**src/rtl/dqc_pkg.sv**
```systemverilog
`default_nettype none

package dqc_pkg;

   // command codes carried in the request
   localparam logic [1:0] CMD_SAMPLE     = 2'd0;
   localparam logic [1:0] CMD_READ_STEP  = 2'd1;
   localparam logic [1:0] CMD_READ_TICK  = 2'd2;
   localparam logic [1:0] CMD_READ_TICK2 = 2'd3;

   // register indexes on the csr port
   localparam logic CSR_SETTLE_COUNT  = 1'b0;
   localparam logic CSR_BUTTON_ENABLE = 1'b1;

   localparam int COUNT_W = 8;
   localparam int STEP_W  = 16;

   localparam logic [COUNT_W-1:0] SETTLE_COUNT_RESET  = 8'd4;
   localparam logic               BUTTON_ENABLE_RESET = 1'b1;

   typedef struct packed {
      logic [1:0] cmd;
      logic       pin_a;
      logic       pin_b;
      logic       pin_button;
   } req_type;

   typedef struct packed {
      logic signed [STEP_W-1:0] delta;
      logic signed [STEP_W-1:0] position;
      logic                     button_pressed;
      logic [1:0]               phase;
   } rsp_type;

   // the four transitions that count down: 0->2, 2->3, 3->1, 1->0
   function automatic logic is_down(input logic [1:0] old_ph, input logic [1:0] new_ph);
      logic res;
      res = ((old_ph == 2'd0) && (new_ph == 2'd2)) ||
            ((old_ph == 2'd2) && (new_ph == 2'd3)) ||
            ((old_ph == 2'd3) && (new_ph == 2'd1)) ||
            ((old_ph == 2'd1) && (new_ph == 2'd0));
      return res;
   endfunction

   // signed halving, truncating toward zero
   function automatic logic [STEP_W-1:0] half_trunc(input logic [STEP_W-1:0] v);
      logic [STEP_W-1:0] biased;
      biased = v + {{(STEP_W-1){1'b0}}, v[STEP_W-1]};
      return {biased[STEP_W-1], biased[STEP_W-1:1]};
   endfunction

endpackage

`default_nettype wire

```
**src/rtl/dqc_debounce.sv**
```systemverilog
`default_nettype none

module dqc_debounce #(
   parameter int WIDTH = 2
) (
   input  wire logic                        clock,
   input  wire logic                        reset,
   input  wire logic                        enable,
   input  wire logic [WIDTH-1:0]            value,
   input  wire logic [dqc_pkg::COUNT_W-1:0] reload,
   output logic                             stable
);
   import dqc_pkg::*;

   logic [WIDTH-1:0]   candidate_ff, candidate_in;
   logic [COUNT_W-1:0] countdown_ff, countdown_in;

   always_comb begin
      candidate_in = candidate_ff;
      countdown_in = countdown_ff;
      if (candidate_ff != value) begin
         candidate_in = value;
         countdown_in = reload;
      end else if (countdown_ff != '0) begin
         countdown_in = countdown_ff - 1'b1;
      end
   end

   // stable once the updated countdown is at zero
   assign stable = (countdown_in == '0);

   always_ff @(posedge clock) begin
      if (reset) begin
         candidate_ff <= '0;
         countdown_ff <= '0;
      end else if (enable) begin
         candidate_ff <= candidate_in;
         countdown_ff <= countdown_in;
      end
   end

endmodule

`default_nettype wire

```
**src/rtl/debounced_quadrature_counter.sv**
```systemverilog
// a request transfer is captured in the input register, and its response in the response register
// throughput: one request per cycle; a full response register under stall holds the request side
// the whole item is worked combinationally between the input and response registers
// reset (synchronous, active high) clears phase, debouncers, step count and snapshots
// reset sets the settle count to 4 and button_enable to 1
`default_nettype none

module debounced_quadrature_counter (
   input  wire logic                        clock,
   input  wire logic                        reset,
   // request channel
   input  wire logic                        req_valid,
   output logic                             req_stall,
   input  wire dqc_pkg::req_type            req_payload,
   // response channel
   output logic                             rsp_valid,
   input  wire logic                        rsp_stall,
   output dqc_pkg::rsp_type                 rsp_payload,
   // register write port
   input  wire logic                        csr_we,
   input  wire logic                        csr_index,
   input  wire logic [dqc_pkg::COUNT_W-1:0] csr_wdata
);
   import dqc_pkg::*;

   // configuration registers
   logic [COUNT_W-1:0] settle_count_ff;
   logic               button_enable_ff;

   // input register
   logic    in_valid_ff, in_valid_in;
   req_type in_ff;

   // response register
   logic    rsp_valid_ff, rsp_valid_in;
   rsp_type rsp_ff, rsp_in;

   // counter state
   logic [1:0]        accepted_phase_ff, accepted_phase_in;
   logic              button_state_ff, button_state_in;
   logic [STEP_W-1:0] step_count_ff, step_count_in;
   logic [STEP_W-1:0] step_snap_ff, step_snap_in;
   logic [STEP_W-1:0] tick_snap_ff, tick_snap_in;
   logic [STEP_W-1:0] tick2_snap_ff, tick2_snap_in;

   logic              advance;
   logic              sample_en;
   logic              button_en;
   logic [1:0]        pin_phase;
   logic              pin_button;
   logic              phase_stable;
   logic              button_stable;
   logic [STEP_W-1:0] tick_val;
   logic [STEP_W-1:0] tick2_val;
   logic [STEP_W-1:0] delta_val;

   // ---------------------------------------------------------------
   // handshake: the held item moves on whenever the response register
   // is empty or being emptied this cycle
   // ---------------------------------------------------------------
   assign advance   = in_valid_ff && (!rsp_valid_ff || !rsp_stall);
   assign req_stall = in_valid_ff && !advance;

   assign in_valid_in  = (req_valid && !req_stall) || (in_valid_ff && !advance);
   assign rsp_valid_in = advance || (rsp_valid_ff && rsp_stall);

   // ---------------------------------------------------------------
   // debouncers, stepped only on sample ticks
   // ---------------------------------------------------------------
   assign sample_en  = advance && (in_ff.cmd == CMD_SAMPLE);
   assign button_en  = sample_en && button_enable_ff;
   // pins are active low, phase is {b, a}
   assign pin_phase  = {~in_ff.pin_b, ~in_ff.pin_a};
   assign pin_button = ~in_ff.pin_button;

   dqc_debounce #(
      .WIDTH(2)
   ) u_phase_db (
      .clock  (clock),
      .reset  (reset),
      .enable (sample_en),
      .value  (pin_phase),
      .reload (settle_count_ff),
      .stable (phase_stable)
   );

   dqc_debounce #(
      .WIDTH(1)
   ) u_button_db (
      .clock  (clock),
      .reset  (reset),
      .enable (button_en),
      .value  (pin_button),
      .reload (settle_count_ff),
      .stable (button_stable)
   );

   // ---------------------------------------------------------------
   // step counter and read deltas
   // ---------------------------------------------------------------
   // tick and tick2 are the step count halved and quartered toward zero
   assign tick_val  = half_trunc(step_count_ff);
   assign tick2_val = half_trunc(tick_val);

   always_comb begin
      accepted_phase_in = accepted_phase_ff;
      step_count_in     = step_count_ff;
      button_state_in   = button_state_ff;
      step_snap_in      = step_snap_ff;
      tick_snap_in      = tick_snap_ff;
      tick2_snap_in     = tick2_snap_ff;
      delta_val         = '0;

      if (advance) begin
         case (in_ff.cmd)
            CMD_SAMPLE: begin
               // a settled phase that differs from the last one moves the count
               if (phase_stable && (pin_phase != accepted_phase_ff)) begin
                  if (is_down(accepted_phase_ff, pin_phase)) begin
                     step_count_in = step_count_ff - 1'b1;
                  end else begin
                     step_count_in = step_count_ff + 1'b1;
                  end
                  accepted_phase_in = pin_phase;
               end
               if (button_enable_ff && button_stable) begin
                  button_state_in = pin_button;
               end
            end
            CMD_READ_STEP: begin
               delta_val    = step_count_ff - step_snap_ff;
               step_snap_in = step_count_ff;
            end
            CMD_READ_TICK: begin
               delta_val    = tick_val - tick_snap_ff;
               tick_snap_in = tick_val;
            end
            default: begin
               delta_val     = tick2_val - tick2_snap_ff;
               tick2_snap_in = tick2_val;
            end
         endcase
      end
   end

   always_comb begin
      rsp_in.delta          = delta_val;
      rsp_in.position       = step_count_in;
      rsp_in.button_pressed = button_state_in;
      rsp_in.phase          = accepted_phase_in;
   end

   // ---------------------------------------------------------------
   // registers
   // ---------------------------------------------------------------
   always_ff @(posedge clock) begin
      if (reset) begin
         settle_count_ff  <= SETTLE_COUNT_RESET;
         button_enable_ff <= BUTTON_ENABLE_RESET;
      end else if (csr_we) begin
         unique case (csr_index)
            CSR_SETTLE_COUNT:  settle_count_ff  <= csr_wdata;
            CSR_BUTTON_ENABLE: button_enable_ff <= csr_wdata[0];
            default: ;
         endcase
      end
   end

   always_ff @(posedge clock) begin
      if (reset) begin
         in_valid_ff       <= 1'b0;
         rsp_valid_ff      <= 1'b0;
         accepted_phase_ff <= '0;
         button_state_ff   <= 1'b0;
         step_count_ff     <= '0;
         step_snap_ff      <= '0;
         tick_snap_ff      <= '0;
         tick2_snap_ff     <= '0;
      end else begin
         in_valid_ff       <= in_valid_in;
         rsp_valid_ff      <= rsp_valid_in;
         accepted_phase_ff <= accepted_phase_in;
         button_state_ff   <= button_state_in;
         step_count_ff     <= step_count_in;
         step_snap_ff      <= step_snap_in;
         tick_snap_ff      <= tick_snap_in;
         tick2_snap_ff     <= tick2_snap_in;
      end
   end

   // payload registers need no reset
   always_ff @(posedge clock) begin
      if (req_valid && !req_stall) begin
         in_ff <= req_payload;
      end
      if (advance) begin
         rsp_ff <= rsp_in;
      end
   end

   assign rsp_valid   = rsp_valid_ff;
   assign rsp_payload = rsp_ff;

`ifndef ASSERT_OFF
   // a read leaves the count and phase alone
   assert property (@(posedge clock) disable iff (reset)
      (advance && (in_ff.cmd != CMD_SAMPLE)) |=>
         ($stable(step_count_ff) && $stable(accepted_phase_ff)))
      else $error("read command changed count or phase");

   // the count moves by at most one per item
   assert property (@(posedge clock) disable iff (reset)
      advance |=> ((step_count_ff == $past(step_count_ff)) ||
                   (step_count_ff == $past(step_count_ff) + 16'd1) ||
                   (step_count_ff == $past(step_count_ff) - 16'd1)))
      else $error("step count jumped by more than one");

   // a held response is never overwritten
   assert property (@(posedge clock) disable iff (reset)
      (rsp_valid_ff && rsp_stall) |-> !advance)
      else $error("response register overwritten while stalled");

   // with the button disabled its state holds
   assert property (@(posedge clock) disable iff (reset)
      (sample_en && !button_enable_ff) |=> $stable(button_state_ff))
      else $error("button state changed while disabled");
`endif

endmodule

`default_nettype wire

```
**config.mk**
```make
export PLATFORM = sky130hd
export DESIGN_NAME = debounced_quadrature_counter
export DESIGN_NICKNAME = d
export VERILOG_FILES = /design/src/rtl/dqc_pkg.sv /design/src/rtl/dqc_debounce.sv /design/src/rtl/debounced_quadrature_counter.sv
export SDC_FILE = /design/constraint.sdc
export NUM_CORES = 1
export LEC_CHECK = 0
export ABC_AREA = 1
export BUFFER_PORTS_ARGS = -buffer_cell sky130_fd_sc_hd__buf_2
export CAP_MARGIN = 10
export CORE_AREA = 5 5 170 155
export DETAILED_ROUTE_END_ITERATION = 10
export DIE_AREA = 0 0 175 160
export PLACE_DENSITY_LB_ADDON = 0.12
export SLEW_MARGIN = 10
export SYNTH_ARGS = -nofsm -noshare
export SYNTH_HDL_FRONTEND = slang
export SYNTH_SLANG_ARGS = --single-unit
```
**constraint.sdc**
```tcl
create_clock -name clock -period 8.7 [get_ports clock]
set_clock_uncertainty 0.1 [all_clocks]
set_input_delay 2.175 -clock clock [delete_from_list [all_inputs] [get_ports clock]]
set_output_delay 2.175 -clock clock [all_outputs]
set_load 0.02 [all_outputs]
```
==> results.cfg <==
[outcome]
outcome = finished, final reports clean

[synth]
synth_area_leaders = dfxtp_1 (21%), edfxtp_1 (13%), nand2_1 (10%)
synth_edf_count = 40
syn_inst = 1285
syn_nets = 1370
ys_types = 49
synth_warnings = 0
synthArstFlopShare_pct = 0
yosys.area_share.simple_pct = 23.5
avgSynthCellArea_um2 = 7.07
netlist_area_um2 = 9090
synth_compound_area_share_pct = 19.1
yosys.area.top_type = dfxtp_1
synth_ff_type = dfxtp_1
synth_top_family_by_area = simple AND/OR/NAND/NOR gates
synth_fa_ha_area_share_pct = 9.42
yosys.area_share.xor_xnor_pct = 4.20
yosysMostFrequentCell = nand2_1
yosys_register_bits = 135
synth_top_area_share_pct = 20.9
synthMuxAreaShare_pct = 0
ys_seq_area_share_pct = 34.1
synthTopCellsByCount = nand2_1 (253), inv_1 (194), a21oi_1 (144)

[critical_path]
crit_fanout = 4
cp_data_arrival_time_ns = 2.64
critPathBufInv = 2
cp-start-kind = input port
critPathKind = in2out
crit_family = buffers and inverters
crit_slowest_cell = buf_2
cp.required_ns = 6.43
reg2reg_slack_ns = 4.38
critPathCaptureType = primary output
path_cells = buf_2 > nand2_1 > nor2_1 > buf_2
slowest_delay_ns = 0.18
critical_path.most_common_cell = buf_2

[clock_network]
post-cts-setup-buffers = 0
cts_hold_buf = 0
clock-sinks = 135
cts_tree = yes
clk_latency_ns = 0.43
clk_pin_slew_ns = 0.06
htreeDepth = 4
clockRootBuffer = clkbuf_16
numCtsBuffers = 17
cts-resized-gates = 0
cts_buffer_depth = 2

[sta]
tns_ns = 0
post-route-period-util_pct = 56.4
report.final.hold_viol_count = 0
tightest_slew_ns = 0.953
hold_slack_ns = 0.357
max_slew_margin_pct = 36.5
maxSlewViolCount = 0
rsz0062_at_grt = no
setup_viol_count_final = 0
fmax_ghz = 0.204
fin_crit_ns = 4.91

[drt]
firstDrtPassIters = 5
wl_mm = 24.7
via_per_inst = 4.98
drc = 0
drt.antenna.violating_nets = 0
wire_per_inst_um = 14.9
vias = 8267
drt_iter0_drc = 519

[floorplanning]
ioPinCount = 56
start_util_pct = 37.6
rows = 54
fp.dieArea_um2 = 28000
core_um2 = 24200
die_w_um = 175
die_h_um = 160

[global_route]
gr-total-overflow = 0
antenna_found_initial = 0
grt_max_degree = 44
track_usage_pct = 18.0
grt_first_pass_wirelength_mm = 40.8
grt_pass1_vias = 7880

[place]
placed_cell_area_um2 = 9700
gp_congestion = 0.870
io_buffers = 55
dpl.hpwl_mm = 18.9

[layout]
drive_gt1_share_pct = 10.6
layout.nets = 1425
synthToLayoutAreaGrowth_pct = 13.0
diodes = 0
fin_area_um2 = 10300
nFillCells = 2586

[run]
drv_cap = 0

[power]
power_density_nw_per_um2 = 162
peakVddDrop_mv = 0.117
p_leak_nw = 5.04

[worst_hold_path]
hold_class = reg2reg
==> routing by layer <==
layer / track usage, % / vias up / wire length [µm] / part of all wire (%)
met3: 3.07 / 15 / 997 / 4.0
met5: 0 / - / 0 / 0
met2: 28.4 / 145 / 10800 / 44
met4: 3.53 / 0 / 208 / 0.84
li1: - / 4360 / - / -
met1: 26.2 / 3747 / 12700 / 51
==> through the flow <==
| stage | instances | setup slack, ns | util, % | power [mW] |
|---|---|---|---|---|
| 3_5_place_dp | 1629 | 3.78 | 40.1 | 0.963 |
| 5_1_grt | 1661 | 3.73 | 42.5 | 1.75 |
| 4_1_cts | 1661 | 3.78 | 42.5 | 1.69 |
| 3_3_place_gp | 1629 | 3.78 | 40.1 | 0.964 |
| 2_1_floorplan | 1285 | 2.95 | - | 0.892 |
| 6_report | 1661 | 3.79 | 42.5 | 1.66 |
==> worst paths after layout <==
kind                 endpoint  depth (start not counted)             start
max                 req_stall                          4         rsp_stall
min          step_snap_ff[14]                          2  step_snap_ff[14]
max reg2reg   rsp_payload[29]                         16  step_count_ff[8]
min reg2reg  step_snap_ff[14]                          2  step_snap_ff[14]
==> final cells by class <==
class / count / area [µm²] / area share [%]
repair buffers: 61 / 320 / 3.12
clock buffers: 19 / 454 / 4.42
multi-input cells: 921 / 5120 / 49.8
flip-flops and latches: 135 / 3100 / 30.2
well taps: 308 / 385 / 3.75
clock inverters: 13 / 119 / 1.16
inverters: 204 / 771 / 7.50
==> cells in the final DEF, fill, tap and decap left out, types with 3 or more instances in the layout <==
cell / synthesis / routed
dfxtp_1: 95 / 95
buf_4: 2 / 6
nor2_1: 106 / 105
a21boi_0: 3 / 3
a31oi_1: 5 / 5
o211ai_1: 3 / 3
o21bai_1: 5 / 5
edfxtp_1: 40 / 40
clkinvlp_4: 0 / 4
fa_1: 4 / 4
o21ai_1: 9 / 9
clkinv_2: 0 / 3
nand2_2: 10 / 10
o21ai_0: 123 / 123
nor3_1: 9 / 9
nand4_1: 13 / 13
nand3_1: 68 / 68
a21o_1: 8 / 8
nand3_2: 4 / 4
inv_2: 7 / 7
or2_2: 6 / 6
inv_6: 0 / 4
o21ai_2: 4 / 4
buf_2: 3 / 55
nor2_2: 7 / 7
xnor2_1: 8 / 8
clkbuf_16: 0 / 18
nand2_1: 253 / 253
ha_1: 62 / 62
nor2_4: 5 / 6
a21oi_1: 144 / 144
o21a_1: 5 / 5
o221ai_1: 5 / 5
nand3b_1: 5 / 5
inv_1: 194 / 194
xor2_1: 30 / 30
==> kinds of logic after synthesis <==
| kind of cell | Yosys count |
|---|---|
| and+or+nand+nor | 492 |
| AOI/OAI and AO/OA | 322 |
| buffers and inverters | 229 |
| DFF | 135 |
| adders and majority gates | 66 |
| xor gates and xnor gates | 41 |
==> sequential cells by signal (all words and copies together) (netlist names), 8 cells and up <==
register                  cells
tick2_snap_ff                15
u_button_db.countdown_ff      8
step_count_ff                16
tick_snap_ff                 15
u_phase_db.countdown_ff       8
settle_count_ff               8
rsp_payload                  35
step_snap_ff                 16
==> power by group <==
group | switching [mW] | total, mW | internal, mW
Clock | 0.301 | 0.713 | 0.413
Sequential | 0.0128 | 0.689 | 0.676
Combinational | 0.174 | 0.262 | 0.0878
Total | 0.488 | 1.66 | 1.18
==> worst min-delay path, cell delays in order (launching register included) <==
cell	delay, ns
dfxtp_1	0.30
inv_1	0.06
a21oi_1	0.05
Note: power is estimated with default switching activity, not from simulation.
